**config.mk**
```make
export PLATFORM = sky130hd
export DESIGN_NAME = i2c_target_register_file_unit
export DESIGN_NICKNAME = d
export VERILOG_FILES = /design/src/hw/rtl/i2c_trf_pkg.sv /design/src/hw/rtl/i2c_trf_front.sv /design/src/hw/rtl/i2c_trf_queue.sv /design/src/hw/rtl/i2c_trf_ram.sv /design/src/hw/rtl/i2c_trf_back.sv /design/src/hw/rtl/i2c_target_register_file_unit.sv
export SDC_FILE = /design/constraint.sdc
export NUM_CORES = 1
export LEC_CHECK = 0
export ABC_AREA = 1
export BUFFER_PORTS_ARGS = -buffer_cell sky130_fd_sc_hd__buf_2
export CAP_MARGIN = 10
export CORE_MARGIN = 1
export CORE_UTILIZATION = 45
export DETAILED_ROUTE_END_ITERATION = 10
export PLACE_DENSITY_LB_ADDON = 0.3
export SYNTH_ARGS = -nofsm -noshare
export SYNTH_HDL_FRONTEND = slang
export SYNTH_SLANG_ARGS = --single-unit
```
**constraint.sdc**
```tcl
create_clock -name i_clk -period 3.2 [get_ports i_clk]
set_input_delay 0.32 -clock i_clk [delete_from_list [all_inputs] [get_ports i_clk]]
set_output_delay 0.32 -clock i_clk [all_outputs]
set_load 0.1 [all_outputs]
```
**src/hw/rtl/i2c_trf_pkg.sv**
```systemverilog
package i2c_trf_pkg;

    // status decoding
    localparam logic [7:0] STATUS_MASK   = 8'h2D;
    localparam logic [7:0] ST_WR_ADDR    = 8'h09;
    localparam logic [7:0] ST_WR_DATA    = 8'h29;
    localparam logic [7:0] RD_FIRST_MASK = 8'h2C;
    localparam logic [7:0] ST_RD_FIRST   = 8'h0C;
    localparam logic [7:0] ST_RD_NEXT    = 8'h2C;
    localparam logic [7:0] RD_END_MASK   = 8'h28;
    localparam logic [7:0] ST_RD_END     = 8'h28;

    // byte returned for a read beyond the register file
    localparam logic [7:0] OUT_OF_RANGE_BYTE = 8'hFF;

    // command queue geometry
    localparam int QUEUE_AW    = 1;
    localparam int QUEUE_DEPTH = 1 << QUEUE_AW;

    typedef enum logic [2:0] {
        EV_WR_ADDR  = 3'd0,
        EV_WR_DATA  = 3'd1,
        EV_RD_FIRST = 3'd2,
        EV_RD_NEXT  = 3'd3,
        EV_RD_END   = 3'd4,
        EV_ERROR    = 3'd5
    } t_event_class;

    // classified bus event as held in the queue
    typedef struct packed {
        t_event_class cls;
        logic [7:0]   rx_byte;
    } t_item;

    typedef enum logic {
        BK_IDLE = 1'b0,
        BK_EXEC = 1'b1
    } t_back_state;

endpackage

```
**src/hw/rtl/i2c_trf_front.sv**
```systemverilog
module i2c_trf_front (
    input  logic               i_start,
    input  logic               i_full,
    input  logic [7:0]         i_bus_status,
    input  logic [7:0]         i_rx_byte,
    input  logic               i_clock_released,
    output logic               o_push,
    output i2c_trf_pkg::t_item o_item
);

    logic [7:0]                s;
    i2c_trf_pkg::t_event_class cls;

    assign s = i_bus_status & i2c_trf_pkg::STATUS_MASK;

    // classify the masked status, first match wins
    always_comb begin
        priority if (s == i2c_trf_pkg::ST_WR_ADDR) begin
            cls = i2c_trf_pkg::EV_WR_ADDR;
        end else if (s == i2c_trf_pkg::ST_WR_DATA) begin
            cls = i2c_trf_pkg::EV_WR_DATA;
        end else if ((s & i2c_trf_pkg::RD_FIRST_MASK) == i2c_trf_pkg::ST_RD_FIRST) begin
            cls = i2c_trf_pkg::EV_RD_FIRST;
        end else if (s == i2c_trf_pkg::ST_RD_NEXT && !i_clock_released) begin
            cls = i2c_trf_pkg::EV_RD_NEXT;
        end else if ((s & i2c_trf_pkg::RD_END_MASK) == i2c_trf_pkg::ST_RD_END) begin
            cls = i2c_trf_pkg::EV_RD_END;
        end else begin
            cls = i2c_trf_pkg::EV_ERROR;
        end
    end

    // transfer into the queue
    assign o_push          = i_start && !i_full;
    assign o_item.cls      = cls;
    assign o_item.rx_byte  = i_rx_byte;

endmodule

```
**src/hw/rtl/i2c_trf_queue.sv**
```systemverilog
module i2c_trf_queue (
    input  logic               i_clk,
    input  logic               i_rst_n,
    input  logic               i_push,
    input  i2c_trf_pkg::t_item i_item,
    input  logic               i_pop,
    output i2c_trf_pkg::t_item o_item,
    output logic               o_empty,
    output logic               o_full
);

    localparam int CW = i2c_trf_pkg::QUEUE_AW + 1;

    i2c_trf_pkg::t_item                 r_mem [i2c_trf_pkg::QUEUE_DEPTH];
    logic [i2c_trf_pkg::QUEUE_AW-1:0]   r_wr_ptr, n_wr_ptr;
    logic [i2c_trf_pkg::QUEUE_AW-1:0]   r_rd_ptr, n_rd_ptr;
    logic [CW-1:0]                      r_count,  n_count;

    assign o_empty = (r_count == '0);
    assign o_full  = (r_count == CW'(i2c_trf_pkg::QUEUE_DEPTH));
    assign o_item  = r_mem[r_rd_ptr];

    // pointer and fill level update
    always_comb begin
        n_wr_ptr = r_wr_ptr;
        n_rd_ptr = r_rd_ptr;
        n_count  = r_count;
        if (i_push) begin
            n_wr_ptr = r_wr_ptr + 1'b1;
        end
        if (i_pop) begin
            n_rd_ptr = r_rd_ptr + 1'b1;
        end
        unique case ({i_push, i_pop})
            2'b10:   n_count = r_count + 1'b1;
            2'b01:   n_count = r_count - 1'b1;
            default: n_count = r_count;
        endcase
    end

    always_ff @(posedge i_clk) begin
        if (!i_rst_n) begin
            r_wr_ptr <= '0;
            r_rd_ptr <= '0;
            r_count  <= '0;
        end else begin
            r_wr_ptr <= n_wr_ptr;
            r_rd_ptr <= n_rd_ptr;
            r_count  <= n_count;
        end
    end

    // entry storage
    always_ff @(posedge i_clk) begin
        if (i_push) begin
            r_mem[r_wr_ptr] <= i_item;
        end
    end

    a_count_bounded: assert property (@(posedge i_clk) disable iff (!i_rst_n)
        r_count <= CW'(i2c_trf_pkg::QUEUE_DEPTH))
        else $error("queue fill level beyond depth");

    a_no_pop_empty: assert property (@(posedge i_clk) disable iff (!i_rst_n)
        i_pop |-> !o_empty)
        else $error("pop from empty queue");

endmodule

```
**src/hw/rtl/i2c_trf_ram.sv**
```systemverilog
module i2c_trf_ram #(
    parameter int WIDTH = 8,
    parameter int DEPTH = 32
) (
    input  logic                                 i_clk,
    input  logic                                 i_we,
    input  logic [(DEPTH > 1 ? $clog2(DEPTH) : 1)-1:0] i_waddr,
    input  logic [WIDTH-1:0]                     i_wdata,
    input  logic [(DEPTH > 1 ? $clog2(DEPTH) : 1)-1:0] i_raddr,
    output logic [WIDTH-1:0]                     o_rdata
);

    logic [WIDTH-1:0] r_mem [DEPTH];
    logic [WIDTH-1:0] r_rdata;

    assign o_rdata = r_rdata;

    // one write port, one registered read port
    always_ff @(posedge i_clk) begin
        if (i_we) begin
            r_mem[i_waddr] <= i_wdata;
        end
        r_rdata <= r_mem[i_raddr];
    end

endmodule

```
**src/hw/rtl/i2c_trf_back.sv**
```systemverilog
module i2c_trf_back #(
    parameter int REG_COUNT = 32
) (
    input  logic                      i_clk,
    input  logic                      i_rst_n,
    input  logic                      i_empty,
    input  i2c_trf_pkg::t_item        i_item,
    output logic                      o_pop,
    output logic                      o_done,
    output logic [2:0]                o_event_class,
    output logic                      o_send_valid,
    output logic [7:0]                o_send_byte,
    output logic                      o_stored,
    output logic [7:0]                o_pointer_after
);

    localparam int IDX_W = (REG_COUNT > 1) ? $clog2(REG_COUNT) : 1;

    i2c_trf_pkg::t_back_state r_state, n_state;
    i2c_trf_pkg::t_item       r_item;

    logic [7:0]           r_pointer, n_pointer;
    logic                 r_expect,  n_expect;
    logic [REG_COUNT-1:0] r_written;
    logic                 r_rd_written;

    logic                 r_done;
    logic [2:0]           r_class;
    logic                 r_send_valid, n_send_valid;
    logic [7:0]           r_send_byte,  n_send_byte;
    logic                 r_stored,     n_stored;
    logic [7:0]           r_pointer_after;

    logic [IDX_W-1:0]     idx;
    logic                 in_range;
    logic [7:0]           ram_q;
    logic [7:0]           rd_value;
    logic                 ram_we;
    logic                 exec;

    assign idx      = r_pointer[IDX_W-1:0];
    assign in_range = ({1'b0, r_pointer} < 9'(REG_COUNT));
    assign rd_value = r_rd_written ? ram_q : 8'h00;
    assign exec     = (r_state == i2c_trf_pkg::BK_EXEC);

    i2c_trf_ram #(
        .WIDTH (8),
        .DEPTH (REG_COUNT)
    ) u_ram (
        .i_clk   (i_clk),
        .i_we    (ram_we),
        .i_waddr (idx),
        .i_wdata (r_item.rx_byte),
        .i_raddr (idx),
        .o_rdata (ram_q)
    );

    // next state
    always_comb begin
        n_state = r_state;
        unique case (r_state)
            i2c_trf_pkg::BK_IDLE: begin
                if (!i_empty) begin
                    n_state = i2c_trf_pkg::BK_EXEC;
                end
            end
            i2c_trf_pkg::BK_EXEC: begin
                n_state = i2c_trf_pkg::BK_IDLE;
            end
            default: n_state = i2c_trf_pkg::BK_IDLE;
        endcase
    end

    // state outputs
    always_comb begin
        o_pop = 1'b0;
        unique case (r_state)
            i2c_trf_pkg::BK_IDLE: o_pop = !i_empty;
            i2c_trf_pkg::BK_EXEC: o_pop = 1'b0;
            default:              o_pop = 1'b0;
        endcase
    end

    // carry out the event once the register read is back
    always_comb begin
        n_pointer    = r_pointer;
        n_expect     = r_expect;
        n_send_valid = 1'b0;
        n_send_byte  = 8'h00;
        n_stored     = 1'b0;
        ram_we       = 1'b0;
        unique case (r_item.cls)
            i2c_trf_pkg::EV_WR_ADDR: begin
                n_expect = 1'b1;
            end
            i2c_trf_pkg::EV_WR_DATA: begin
                if (r_expect) begin
                    n_expect  = 1'b0;
                    n_pointer = r_item.rx_byte;
                end else if (in_range) begin
                    ram_we    = exec;
                    n_pointer = r_pointer + 8'd1;
                    n_stored  = 1'b1;
                end
            end
            i2c_trf_pkg::EV_RD_FIRST, i2c_trf_pkg::EV_RD_NEXT: begin
                n_send_valid = 1'b1;
                if (in_range) begin
                    n_send_byte = rd_value;
                    n_pointer   = r_pointer + 8'd1;
                end else begin
                    n_send_byte = i2c_trf_pkg::OUT_OF_RANGE_BYTE;
                end
            end
            default: begin
            end
        endcase
    end

    // control state
    always_ff @(posedge i_clk) begin
        if (!i_rst_n) begin
            r_state   <= i2c_trf_pkg::BK_IDLE;
            r_pointer <= '0;
            r_expect  <= 1'b0;
            r_written <= '0;
            r_done    <= 1'b0;
        end else begin
            r_state <= n_state;
            r_done  <= exec;
            if (exec) begin
                r_pointer <= n_pointer;
                r_expect  <= n_expect;
            end
            if (ram_we) begin
                r_written[idx] <= 1'b1;
            end
        end
    end

    // item capture, written flag of the entry being read, result register
    always_ff @(posedge i_clk) begin
        if (o_pop) begin
            r_item       <= i_item;
            r_rd_written <= r_written[idx];
        end
        if (exec) begin
            r_class         <= r_item.cls;
            r_send_valid    <= n_send_valid;
            r_send_byte     <= n_send_byte;
            r_stored        <= n_stored;
            r_pointer_after <= n_pointer;
        end
    end

    assign o_done          = r_done;
    assign o_event_class   = r_class;
    assign o_send_valid    = r_send_valid;
    assign o_send_byte     = r_send_byte;
    assign o_stored        = r_stored;
    assign o_pointer_after = r_pointer_after;

    a_exec_gives_result: assert property (@(posedge i_clk) disable iff (!i_rst_n)
        exec |=> r_done)
        else $error("executed event without result strobe");

    a_stored_only_on_write: assert property (@(posedge i_clk) disable iff (!i_rst_n)
        (r_done && r_stored) |-> (r_class == i2c_trf_pkg::EV_WR_DATA))
        else $error("store reported for a non-write event");

    a_send_byte_idle_zero: assert property (@(posedge i_clk) disable iff (!i_rst_n)
        (r_done && !r_send_valid) |-> (r_send_byte == 8'h00))
        else $error("send byte not zero without send");

endmodule

```
**src/hw/rtl/i2c_target_register_file_unit.sv**
```systemverilog
// I2C target register file: one bus event is taken per transfer (start high while busy
// is low), classified at once and queued in a two-entry command queue; busy is high only
// while that queue is full. The execution unit takes one event at a time, through a
// registered register-file read and then the pointer and file update, so it takes no
// new event before it is through with the last, and registers each result. Each result is
// shown for exactly one cycle with o_done high and cannot be held off by the receiver.
// The register file reads as zero after reset through per-entry written flags, so there
// is no clearing pass.
module i2c_target_register_file_unit #(
    parameter int REG_COUNT = 32
) (
    input  logic       i_clk,
    input  logic       i_rst_n,
    input  logic       start,
    output logic       busy,
    input  logic [7:0] i_bus_status,
    input  logic [7:0] i_rx_byte,
    input  logic       i_clock_released,
    output logic       o_done,
    output logic [2:0] o_event_class,
    output logic       o_send_valid,
    output logic [7:0] o_send_byte,
    output logic       o_stored,
    output logic [7:0] o_pointer_after
);

    i2c_trf_pkg::t_item push_item;
    i2c_trf_pkg::t_item head_item;
    logic               push;
    logic               pop;
    logic               q_empty;
    logic               q_full;

    assign busy = q_full;

    i2c_trf_front u_front (
        .i_start          (start),
        .i_full           (q_full),
        .i_bus_status     (i_bus_status),
        .i_rx_byte        (i_rx_byte),
        .i_clock_released (i_clock_released),
        .o_push           (push),
        .o_item           (push_item)
    );

    i2c_trf_queue u_queue (
        .i_clk   (i_clk),
        .i_rst_n (i_rst_n),
        .i_push  (push),
        .i_item  (push_item),
        .i_pop   (pop),
        .o_item  (head_item),
        .o_empty (q_empty),
        .o_full  (q_full)
    );

    i2c_trf_back #(
        .REG_COUNT (REG_COUNT)
    ) u_back (
        .i_clk           (i_clk),
        .i_rst_n         (i_rst_n),
        .i_empty         (q_empty),
        .i_item          (head_item),
        .o_pop           (pop),
        .o_done          (o_done),
        .o_event_class   (o_event_class),
        .o_send_valid    (o_send_valid),
        .o_send_byte     (o_send_byte),
        .o_stored        (o_stored),
        .o_pointer_after (o_pointer_after)
    );

endmodule

```
# Word-level counts from Yosys, hierarchy flattened
# Memories as Yosys holds them, arrays and structs flattened. A register that Yosys moved wholly into a read port is not among the register bits.
# Cells that the tools add are included.
# word_totals
ff_bits	69
mem_bits_rw	278
in_bits	20
mem_count	2
# op_classes
n_addsub	5
magnitude_cmp	3
n_eq_ne	11
mux	28
n_bitwise	3
reduce_logical	13
# memory_table
memory	words	width	rd	rd_ports_with_merged_regs	wr	line	text
u_back.u_ram.r_mem	32	8	1	1	1	i2c_trf_ram.sv:13	logic [WIDTH-1:0] r_mem [DEPTH];
u_queue.r_mem	2	11	1	1	1	i2c_trf_queue.sv:14	i2c_trf_pkg::t_item r_mem [i2c_trf_pkg::QUEUE_DEPTH];
# op_table
cell	n
two-way mux 8 bit	4
bitwise OR 32 bit	1
case mux 8 bit (2 select lines)	1
two-way mux 1 bit	13
two-way mux 3 bit	4
equality test 3 x 2 -> 1 bit (second input constant)	3
adder 8 x 1 -> 8 bit (second input constant)	1
equality test 4 bit (second input constant)	2
< comparator 8 x 6 -> 1 bit (second input constant)	1
equality test 2 bit (second input constant)	3
< comparator 5 x 6 -> 1 bit (second input constant)	1
case mux 1 bit (2 select lines)	3
binary-select mux 1 bit (select 5 bit)	1
demux 1 bit (select 5 bit)	1
>= comparator 5 x 1 -> 1 bit (second input constant)	1
equality test 4 x 3 -> 1 bit (second input constant)	1
case mux 2 bit (2 select lines)	1
nonzero test 2 bit	2
OR reduction 2 bit	2
equality test 3 x 1 -> 1 bit (second input constant)	1
logical AND 1 bit	3
logical NOT 1 bit	3
logical NOT 3 bit	1
adder 1 bit (second input constant)	2
6 further kinds	7

# Depth between registers and ports, before layout
# Gate-level depths: netlist of the first run.
# logic_depth
word_depth	6
mapped_depth	11

# Modules after synthesis
# A second synthesis of the first run with hierarchy kept.
# hier_totals
hier_cells	1435
area_unflattened_um2	15492.4
# modules_own_cells
mod	instances	cells_per_inst	area_per_inst_um2	seq_area_each_um2
i2c_trf_ram	1	922	10786.6	7847.5
i2c_trf_back	1	417	3509.6	1851.8
i2c_trf_queue	1	69	1059.8	760.7
i2c_trf_front	1	27	136.4	0.0

# Least setup slack after synthesis of the first run
# Ideal clock, no wire load.
# synth_timing
path_kind	register to register
from	register u_back.r_state, in the netlist u_back.exec
to	register u_queue.r_count[1]
arrival_time_ps	2203
path_slack_ps	875
path_stages_with_launch	9
path_buffers	0
synth_period_minus_slack_ps	2325
cell_sequence	dfxtp_1 inv_1 o21ai_0 inv_1 ha_1 a21oi_1 o21ai_0 o21ai_0 a21oi_1
# synth_via
elab_chain_len	4
elab_cells_between_ends	6
# synth_rtl
item	line	text
start, declared	i2c_trf_back.sv:19	i2c_trf_pkg::t_back_state r_state, n_state;
start signal, assigned	i2c_trf_back.sv:123	r_state <= i2c_trf_pkg::BK_IDLE;
start signal, assigned	i2c_trf_back.sv:129	r_state <= n_state;
NOT 1 bit	i2c_trf_back.sv:77	unique case (r_state)
case mux 1 bit (2 select lines) *	i2c_trf_back.sv:77	
via pop	i2c_target_register_file_unit.sv:30	logic pop;
equality test 2 x 1 -> 1 bit / equality test 2 bit (equally long branches)	i2c_trf_queue.sv:34	unique case ({i_push, i_pop})
case mux 2 bit (2 select lines) / nonzero test 2 bit (equally long branches)	n/a	
end signal, assigned	i2c_trf_queue.sv:49	r_count <= n_count;
end, declared	i2c_trf_queue.sv:17	logic [CW-1:0] r_count, n_count;
# The timed path passes the listed nets; every way through them passes the cells marked *.
# A chain may end at the register's enable or synchronous reset.

# Worst setup path in the final report of the first run
# layout_timing
from	register u_back.r_pointer[0]
to	memory u_back.u_ram.r_mem[0][1] (enable)
# layout_via
elab_chain_len	6
# layout_rtl
item	line	text
start, declared	i2c_trf_back.sv:22	logic [7:0] r_pointer, n_pointer;
start signal, assigned	i2c_trf_back.sv:132	r_pointer <= n_pointer;
< comparator 8 x 6 -> 1 bit	i2c_trf_back.sv:42	assign in_range = ({1'b0, r_pointer} < 9'(REG_COUNT));
two-way mux 1 bit	i2c_trf_back.sv:100	end else if (in_range) begin
two-way mux 1 bit	i2c_trf_back.sv:97	if (r_expect) begin
two-way mux 1 bit	i2c_trf_back.sv:92	unique case (r_item.cls)
two-way mux 1 bit	i2c_trf_ram.sv:20	if (i_we) begin
two-way mux 1 bit (not written as such)	i2c_trf_ram.sv:21	r_mem[i_waddr] <= i_wdata;
end, declared	i2c_trf_ram.sv:13	
# Parallel ways exist; a longest one is shown, timed or not.

==> run_results.csv, run 1 <==
group,metric,value,unit
placed_design,globalplace.congestion,0.864,
detailed_routing,ant_nets,0,
floorplanning,dieArea,35000,sq um
sta,setup_viol,0,
sta,rsz0062_at_grt,"no",
detailed_routing,wl_met1,15.1,mm
floorplanning,fp.dieW,187,um
detailed_routing,highest_layer,"met4",
finish,diodes,0,
yosys,ys.warnings.count,0,
worst_setup_path,end_kind,"register",
worst_setup_path,cp_data_arrival_time,2.73,ns
clock_network,path_clk_slew,0.06,ns
floorplanning,num_rows,67,
sta,drv_slew,0,
yosys,ys_types,29,
detailed_routing,drc,0,
worst_setup_path,startpoint_type,"register",
sta,hold_viol,0,
placed_design,io_buffers,38,
worst_setup_path,crit_fanout,44,
clock_network,root_buffer,"clkbuf_16",
run_status,status,"finished, final reports clean",
sta,finClkSkew,0.0263,ns
run,maxCapViolCount,0,
clock_network,cts_setup_buffers,0,
hold_path,hold_class,"input port to register",
detailed_routing,wl_per_cell,17.3,um
placed_design,place_hpwl,21.2,mm
detailed_routing,wl_met2,17.0,mm
clock_network,cts_made_buffers,38,
clock_network,h-tree-depth,2,
power_and_ir_drop,ir_drop,0.448,mV
finish,final_cell_count_no_fill,2015,
detailed_routing,wl_met3,2.02,mm
detailed_routing,totalWireLength,34.8,mm
floorplanning,dieHeight,187,um
sta,period_minus_slack,2.55,ns
detailed_routing,via_per_inst,5.04,
global_routing,grt_pass1_wl,54.4,mm
power_and_ir_drop,leakage,7.08,nW
clock_network,ctsResizeCount,0,
worst_setup_path,critical_path_class,"register to register",
clock_network,clock_latency,0.53,ns
global_routing,grt_max_degree,87,
clock_network,clockBufferDepth,3,
worst_setup_path,r2r_slack,0.65,ns
global_routing,overflow,0,
yosys,synth_nets,1528,
floorplanning,ios,43,
yosys,syn-mean-instance-area,10.3,sq um
sta,worstMarginPinSlew,1.01,ns
yosys,synthesis.area,15400,sq um
placed_design,dpl.cell_count,1938,
clock_network,cts_hold_buffers,7,
finish,nFillCells,2938,
yosys,synth_seq_cells,366,
yosys,ys_seq_area_frac,0.677,
sta,fin_crit_sh,0.796,
global_routing,antenna_found_initial,0,
worst_setup_path,crit_required,3.39,ns
clock_network,cts_sinks,366,
power_and_ir_drop,finalPower,0.0132,W
global_routing,grt_pass1_vias,9690,
floorplanning,initial_core_util,0.459,
global_routing,grt_use_total,0.200,
detailed_routing,vias,10200,
sta,fmax,393,MHz
sta,finalSetupTns,0,ns
sta,slew_headroom,0.324,
floorplanning,core_area,33600,sq um
finish,final_common_cell,"nand2_1",
finish,final_cell_mix,"nand2_1 (573), edfxtp_1 (311), inv_1 (131), nor2_1 (131), o21ai_0 (83)",
finish,drive_gt1_frac,0.114,
power_and_ir_drop,powerDensity,765,nW/um^2
detailed_routing,drt-pass1-iter-count,5,
finish,nNetsFinal,1562,
clock_network,cts_tree,"built",
finish,syn_to_final_growth,12.2,%
yosys,postSynthCellCount,1503,
detailed_routing,drtIter0Drc,865,
[cell type report]
class,count,area (sq um),area share
clock inverter,11,105,0.00608
inverter,137,517,0.0299
clock buffer,59,1160,0.0673
tap,448,561,0.0324
sequential,366,10400,0.604
timing repair buffer,67,438,0.0253
multi-input combinational,927,4060,0.235
[sequential cells by signal, summed over array words and instances, names as in the netlist, 8 cells and up]
name and count:
u_back.u_ram.o_rdata 8, u_back.u_ram.r_mem 256, u_queue.r_mem 22, u_back.o_pointer_after 8, u_back.r_item 11, u_back.r_pointer 8
u_back.o_send_byte 8, u_back.r_written 32
[critical path, stage by stage, from the launching register on]
cell and delay [ns]:
dfxtp_4 0.50, inv_4 0.45, ha_1 0.73, nand3_1 0.20, inv_1 0.31
[Yosys cell counts]
| library cell | n | area share |
|---|---|---|
| nand2_1 | 573 | 0.14 |
| edfxtp_1 | 311 | 0.61 |
| inv_1 | 132 | 0.032 |
| nor2_1 | 131 | 0.032 |
| o21ai_0 | 83 | 0.027 |
| dfxtp_1 | 55 | 0.071 |
| nand3_1 | 39 | 0.013 |
| buf_2 | 37 | 0.012 |
| nand3_2 | 31 | 0.020 |
| a21oi_2 | 20 | 0.011 |
| a21oi_1 | 17 | 0.0055 |
| o21ai_1 | 15 | 0.0049 |
| buf_4 | 13 | 0.0063 |
| clkbuf_1 | 12 | 0.0029 |
| buf_1 | 6 | 0.0015 |
| ha_1 | 5 | 0.0041 |
| buf_6 | 3 | 0.0022 |
| inv_2 | 3 | 0.00073 |
| clkbuf_4 | 2 | 0.00097 |
| clkinv_1 | 2 | 0.00049 |
| nand4_1 | 2 | 0.00081 |
| nor2_2 | 2 | 0.00081 |
| nor3_1 | 2 | 0.00065 |
| o211ai_1 | 2 | 0.00097 |
| nand2_4 | 1 | 0.00073 |
| nand3b_1 | 1 | 0.00049 |
| nor3_4 | 1 | 0.0011 |
| xnor2_1 | 1 | 0.00057 |
| xor2_1 | 1 | 0.00057 |
[report_power, final]
part	total, W	switching (W)	internal (W)
Sequential	0.00645	0.000439	0.00602
Clock	0.00442	0.00175	0.00267
Combinational	0.00236	0.00189	0.000469
Total	0.0132	0.00408	0.00915
[through the flow]
step | worst slack (ns) | utilization | hold slack, ns | area [sq um]
6_report | 0.654 | 0.514 | 0.00687 | 17300
2_1_floorplan | 0.875 | - | 0.419 | 15400
3_5_place_dp | 0.687 | 0.475 | 0.442 | 16000
5_1_grt | 0.544 | 0.514 | 0.00384 | 17300
3_3_place_gp | 0.675 | 0.475 | 0.437 | 16000
4_1_cts | 0.693 | 0.514 | 0.00244 | 17300
[metal layers]
metal	vias up	track usage
met2	303	0.339
met3	41	0.0298
met5	-	0
met1	4849	0.270
met4	0	0.0504
li1	4965	-
[cells by family after synthesis]
logic type | after synthesis | share of synthesized area
flip-flops | 366 | 0.677
adder cells (fa/ha/maj) | 5 | 0.00406
AND/OR/NAND/NOR | 783 | 0.209
AO/OA/AOI/OAI | 137 | 0.0497
XOR/XNOR | 2 | 0.00114
buffers and inverters | 210 | 0.0592
[worst paths after layout]
| path | start | to | cells after the start |
|---|---|---|---|
| max reg2reg | u_back.r_pointer[0] | u_back.u_ram.r_mem[0][1] | 4 |
| min | i_rx_byte[1] | u_queue.r_mem[1][1] | 1 |
| max | u_back.r_pointer[0] | u_back.u_ram.r_mem[0][1] | 4 |
| min reg2reg | u_back.r_written[18] | u_back.r_written[18] | 2 |
No activity file was read; power rests on OpenSTA's default activity.
==> run 2: changes to the inputs <==
Clock period 3.2 ns to 2.5 ns, I/O delays scaled along.
==> run 2 against run 1 <==
Effect of this change: sequential power increased by 27%; non-clock buffer count increased by 16; worst setup slack got worse by 0.22 ns; first-iteration DRC count increased by 1.8%; clock skew decreased by 0.012 ns.
==> run_results.csv, run 2 (synthesized netlist as in run 1, its figures left out) <==
group,metric,value,unit
worst_setup_path,critical_path_class,"register to register",
clock_network,clock_latency,0.52,ns
power_and_ir_drop,switching_share,0.313,
worst_setup_path,end_kind,"register",
floorplanning,dieHeight,187,um
sta,slew_headroom,0.321,
power_and_ir_drop,power_switching,0.00521,W
finish,drive_gt1_frac,0.116,
worst_setup_path,r2r-start,"u_back.r_item[9]",
sta,period_minus_slack,2.06,ns
detailed_routing,vias,10200,
global_routing,overflow,0,
worst_setup_path,cp_data_arrival_time,2.23,ns
detailed_routing,wl_per_cell,17.3,um
detailed_routing,ant_nets,0,
clock_network,cts_made_buffers,38,
placed_design,pre_cts_ws,0.495,ns
placed_design,place_hpwl,22.0,mm
sta,drv_slew,0,
floorplanning,num_rows,67,
worst_setup_path,r2r_end,"u_back.u_ram.r_mem[12][4]",
worst_setup_path,startpoint_type,"register",
sta,hold_viol,0,
placed_design,io_buffers,38,
worst_setup_path,r2r_slack,0.44,ns
power_and_ir_drop,powerDensity,959,nW/um^2
floorplanning,core_area,33600,sq um
power_and_ir_drop,ir_drop,0.509,mV
global_routing,grt_max_degree,78,
finish,final_common_cell,"nand2_1",
detailed_routing,totalWireLength,35.1,mm
sta,setup_viol,0,
floorplanning,fp.dieW,187,um
placed_design,globalplace.congestion,0.882,
sta,fmax,485,MHz
finish,reg_top3,"u_back.u_ram.r_mem x256, u_back.r_written x32, u_queue.r_mem x22",
finish,diodes,0,
global_routing,grt_pass1_vias,9807,
detailed_routing,drt-pass1-iter-count,5,
sta,finalSetupTns,0,ns
sta,rsz0062_at_grt,"no",
hold_path,worstHoldStart,"i_rst_n",
run,maxCapViolCount,0,
finish,fin_util,0.516,
hold_path,holdPathStages,3,
hold_path,min_to,"u_back.r_expect",
clock_network,clockBufferDepth,3,
detailed_routing,drtIter0Drc,881,
finish,final_cell_mix,"nand2_1 (573), edfxtp_1 (311), inv_1 (131), nor2_1 (131), o21ai_0 (83)",
power_and_ir_drop,power.share.sequential,0.492,
sta,worstMarginPinSlew,1.02,ns
clock_network,cts_sinks,366,
global_routing,grt_use_total,0.203,
power_and_ir_drop,pwr-share-clk,0.316,
hold_path,hold_class,"input port to register",
clock_network,root_buffer,"clkbuf_16",
run_status,status,"finished, final reports clean",
floorplanning,ios,43,
global_routing,grt_pass1_wl,54.8,mm
clock_network,ctsResizeCount,0,
finish,nNetsFinal,1578,
worst_setup_path,crit_fanout,32,
sta,setup_ws,0.437,ns
power_and_ir_drop,comb_power_share,0.192,
detailed_routing,drc,0,
finish,syn_to_final_growth,12.6,%
clock_network,cts_tree,"built",
power_and_ir_drop,finalPower,0.0166,W
power_and_ir_drop,leakage,7.10,nW
finish,nFillCells,2944,
sta,finClkSkew,0.0141,ns
detailed_routing,via_per_inst,5.02,
clock_network,h-tree-depth,2,
finish,largest-register,"u_back.u_ram.r_mem",
floorplanning,initial_core_util,0.459,
floorplanning,dieArea,35000,sq um
clock_network,path_clk_slew,0.06,ns
global_routing,antenna_found_initial,0,
worst_setup_path,crit_required,2.67,ns
worst_setup_path,reg2regPathDepth,6,
power_and_ir_drop,p_int,0.0114,W
finish,largest_register_ffs,256,
sta,fin_crit_sh,0.825,
run 2: cell types whose count changed in the layout (fill, tap and decap cells not counted):
| cell | delta |
|---|---|
| clkinv_4 | +1 |
| clkinv_2 | -3 |
| bufinv_16 | -2 |
| clkbuf_1 | +6 |
| clkinv_1 | +4 |
| buf_12 | +5 |
| buf_4 | +10 |
| clkbuf_8 | -6 |
| inv_4 | -1 |
| dlygate4sd3_1 | +1 |
run 2: per-stage QoR:
stage | area, sq um | hold WS (ns) | cells
after floorplan | 15400 | 0.349 | 1503
after global placement | 16100 | 0.436 | 1953
after detailed placement | 16100 | 0.443 | 1953
after CTS | 17400 | 0.0192 | 2030
after global routing | 17400 | 0.0590 | 2030
final | 17400 | 0.0381 | 2030
run 2: timing repair:
item                      4_1_cts  5_1_grt
hold buffers                    8        0
hold endpoints to repair       16        0
buffers inserted                0        0
run 2: worst max path at each step:
stage | startpoint | end | slack, ns
2_1_floorplan | u_back.exec | u_queue.r_count[1] | 0.18
3_3_place_gp | u_back.r_item[9] | u_back.u_ram.r_mem[2][4] | 0.53
3_5_place_dp | u_back.r_item[9] | u_back.u_ram.r_mem[3][5] | 0.50
4_1_cts | u_back.r_item[9] | u_back.u_ram.r_mem[12][0] | 0.47
5_1_grt | u_back.r_item[9] | u_back.u_ram.r_mem[12][6] | 0.36
6_report | u_back.r_item[9] | u_back.u_ram.r_mem[12][4] | 0.44
run 2: critical path, stage by stage (launching register included):
cell and delay [ns]:
edfxtp_1 0.43, nor2_1 0.22, nand3_2 0.15, nor3_4 0.17
buf_12 0.27, nand3_2 0.12, inv_1 0.33
run 2: power by group through the flow:
stage / Combinational, W / Sequential, W / Clock [W]
finish: 0.00319 / 0.00819 / 0.00526
global route: 0.00347 / 0.00823 / 0.00556
CTS: 0.00321 / 0.00820 / 0.00534
detailed placement: 0.00319 / 0.00832 / 0
global placement: 0.00315 / 0.00830 / 0
floorplan: 0.00134 / 0.00886 / 0
run 2: area by class of cell:
type,instances,area [sq um],share of cell area
Sequential cell,366,10400,0.602
Multi-Input combinational cell,927,4060,0.234
Clock buffer,59,1100,0.0636
Timing Repair Buffer,83,623,0.0359
Tap cell,448,561,0.0323
Inverter,137,517,0.0298
Clock inverter,10,47.5,0.00274
run 2: routing by layer:
| layer | part of all wire | track usage | up-vias |
|---|---|---|---|
| met1 | 0.43 | 0.274 | 4902 |
| met4 | 0.027 | 0.0634 | 0 |
| met3 | 0.046 | 0.0225 | 67 |
| met5 | 0 | 0 | - |
| li1 | - | - | 4982 |
| met2 | 0.49 | 0.344 | 244 |
==> run 3: changes to the inputs <==
Settings changed: ABC_AREA 1 to 0.
Clock period 2.5 ns to 1.9 ns, I/O delays scaled along.
==> run 3 against run 2 <==
Effect of this change: sequential power up 27%; worst setup slack got worse by 0.38 ns; register-to-register slack got worse by 0.38 ns; wire length is 11% lower.
==> run_results.csv, run 3 <==
group,metric,value,unit
finish,reg_top3,"u_back.u_ram.r_mem x256, u_back.r_written x32, u_queue.r_mem x22",
worst_setup_path,crit_required,2.30,ns
yosys,async_flop_share,0,
worst_setup_path,critical_path_class,"register to register",
floorplanning,core_area,30900,sq um
hold_path,hold_class,"input port to register",
detailed_routing,wl_per_cell,21.2,um
detailed_routing,drtIter0Drc,638,
worst_setup_path,startpoint_type,"register",
sta,fmax,542,MHz
sta,worstMarginPinSlew,0.696,ns
sta,drv_slew,0,
worst_setup_path,end_kind,"register",
yosys,postSynthCellCount,884,
detailed_routing,ant_nets,0,
placed_design,io_buffers,38,
finish,final_common_cell,"edfxtp_1",
clock_network,clockBufferDepth,3,
floorplanning,ios,43,
power_and_ir_drop,ir_drop,0.795,mV
finish,largest-register,"u_back.u_ram.r_mem",
finish,nFillCells,2384,
hold_path,holdPathStages,2,
detailed_routing,vias,8142,
yosys,ys_types,48,
worst_setup_path,r2r_slack,0.05,ns
sta,slew_headroom,0.536,
global_routing,antenna_found_initial,0,
yosys,synth.most_common_cell,"edfxtp_1",
finish,final-seq-area,10400,sq um
finish,syn_to_final_growth,22.7,%
sta,setup_viol,0,
placed_design,pre_cts_ws,-0.0305,ns
yosys,ys.flop_type,"edfxtp_1",
worst_setup_path,reg2regPathDepth,7,
finish,nNetsFinal,1074,
clock_network,path_clk_slew,0.06,ns
worst_setup_path,r2r_end,"u_back.u_ram.o_rdata[4]",
sta,fin_hold_ws,0.0234,ns
worst_setup_path,r2r-start,"u_back.r_pointer[1]",
run_status,status,"finished, final reports clean",
finish,diodes,0,
global_routing,grt_pass1_wl,46.7,mm
yosys,synthTopCellsByCount,"edfxtp_1 (311), mux2i_1 (146), o22ai_1 (72), dfxtp_1 (55), nand2_1 (41)",
finish,final_cell_count_no_fill,1473,
sta,rsz0062_at_grt,"no",
detailed_routing,drt-pass1-iter-count,5,
global_routing,grt_pass1_vias,8019,
run,maxCapViolCount,0,
floorplanning,dieArea,32400,sq um
global_routing,grt_max_degree,38,
sta,finalSetupTns,0,ns
power_and_ir_drop,leakage,5.98,nW
sta,finClkSkew,0.0159,ns
power_and_ir_drop,finalPower,0.0229,W
yosys,synth_seq_cells,366,
worst_setup_path,cp_data_arrival_time,2.24,ns
floorplanning,fp.dieW,180,um
yosys,synth_edf_count,311,
placed_design,globalplace.congestion,0.982,
detailed_routing,via_per_inst,5.53,
global_routing,grt_use_total,0.191,
clock_network,cts_tree,"built",
sta,fin_crit_sh,0.971,
yosys,ys_seq_area_frac,0.732,
power_and_ir_drop,powerDensity,1310,nW/um^2
finish,drive_gt1_frac,0.241,
worst_setup_path,crit_fanout,14,
detailed_routing,drc,0,
floorplanning,dieHeight,180,um
placed_design,dpl.cell_count,1389,
yosys,synth_top_area_share,0.655,
yosys,synth_top_cell_by_area,"edfxtp_1",
sta,period_minus_slack,1.85,ns
finish,largest_register_ffs,256,
clock_network,clock_latency,0.52,ns
sta,hold_viol,0,
hold_path,worstHoldStart,"i_bus_status[3]",
finish,final_cell_mix,"edfxtp_1 (311), mux2i_1 (146), buf_4 (77)",
placed_design,place_hpwl,20.9,mm
clock_network,root_buffer,"clkbuf_16",
yosys,synthTopCellsByArea,"edfxtp_1 (65%), mux2i_1 (10%), dfxtp_1 (7.7%), o22ai_1 (3.2%), o21a_1 (1.7%)",
clock_network,cts_made_buffers,37,
yosys,synthesis.area,14300,sq um
sta,setup_ws,0.0545,ns
yosys,synth_nets,909,
yosys,ys.warnings.count,0,
clock_network,cts_sinks,366,
hold_path,min_to,"u_queue.r_mem[1][8]",
floorplanning,num_rows,64,
finish,multi_input_area,3550,sq um
global_routing,overflow,0,
floorplanning,initial_core_util,0.461,
yosys,syn-mean-instance-area,16.1,sq um
clock_network,h-tree-depth,2,
detailed_routing,totalWireLength,31.3,mm
## run 3: metrics by stage
stage,instance area [sq um],util
finish,17500,0.566
global route,17500,0.566
CTS,17300,0.561
detailed placement,16000,0.519
global placement,16000,0.519
floorplan,14300,-
## run 3: cells by family after synthesis
logic type	synth area share
DFF	0.732
adders and majority gates	0.00439
AOI/OAI and AO/OA	0.0644
xor gates and xnor gates	0.00307
muxes	0.113
buffers and inverters	0.0230
and+or+nand+nor	0.0603
## run 3: how the worst max path moves through the flow
stage,end,cells after the start,slack (ns),startpoint
global placement,u_back.u_ram.o_rdata[7],7,0.03,u_back.r_pointer[1]
detailed placement,u_back.u_ram.o_rdata[3],7,-0.03,u_back.r_pointer[1]
floorplan,u_back.u_ram.r_mem[11][0],4,0.05,u_back.exec
finish,u_back.u_ram.o_rdata[4],7,0.05,u_back.r_pointer[1]
CTS,u_back.u_ram.o_rdata[7],7,0.002,u_back.r_pointer[1]
global route,u_back.u_ram.o_rdata[4],7,0.006,u_back.r_pointer[1]
## run 3: area by class of cell
| class | instances | area share |
|---|---|---|
| clock buffers | 47 | 0.0592 |
| repair buffers | 168 | 0.101 |
| well taps | 396 | 0.0283 |
| clock inverters | 20 | 0.0103 |
| inverters | 7 | 0.00150 |
| flip-flops and latches | 366 | 0.597 |
| multi-input cells | 469 | 0.203 |
## run 3: what timing repair did
item,in CTS,in global routing
gates cloned,0,2
gates resized for setup,1,11
buffers inserted,0,7
hold buffers,8,0
endpoints found under the setup margin,2,47
pin swaps,1,1
hold endpoints to repair,16,0
## run 3: worst max-delay path: stages (launching register included)
cell and delay [ns]:
dfxtp_4 0.38, buf_12 0.18, buf_12 0.17, mux2i_1 0.21, o22ai_1 0.16, nor4_2 0.35, buf_4 0.20, nand2_1 0.09
## run 3: layer usage
layer	GRT usage	share of wire	routed length, um	vias up
met2	0.312	0.48	15100	199
met1	0.260	0.44	13900	4090
li1	-	-	-	3802
met4	0.0643	0.024	757	0
met3	0.0321	0.049	1520	51
met5	0	0	0	-
## run 3: report_power, final
group,switching (W),internal [W],leakage [nW],total (W)
Sequential,0.000433,0.00996,3.27,0.0104
Combinational,0.00338,0.00194,2.12,0.00532
Clock,0.00292,0.00428,0.598,0.00720
Total,0.00674,0.0162,5.98,0.0229
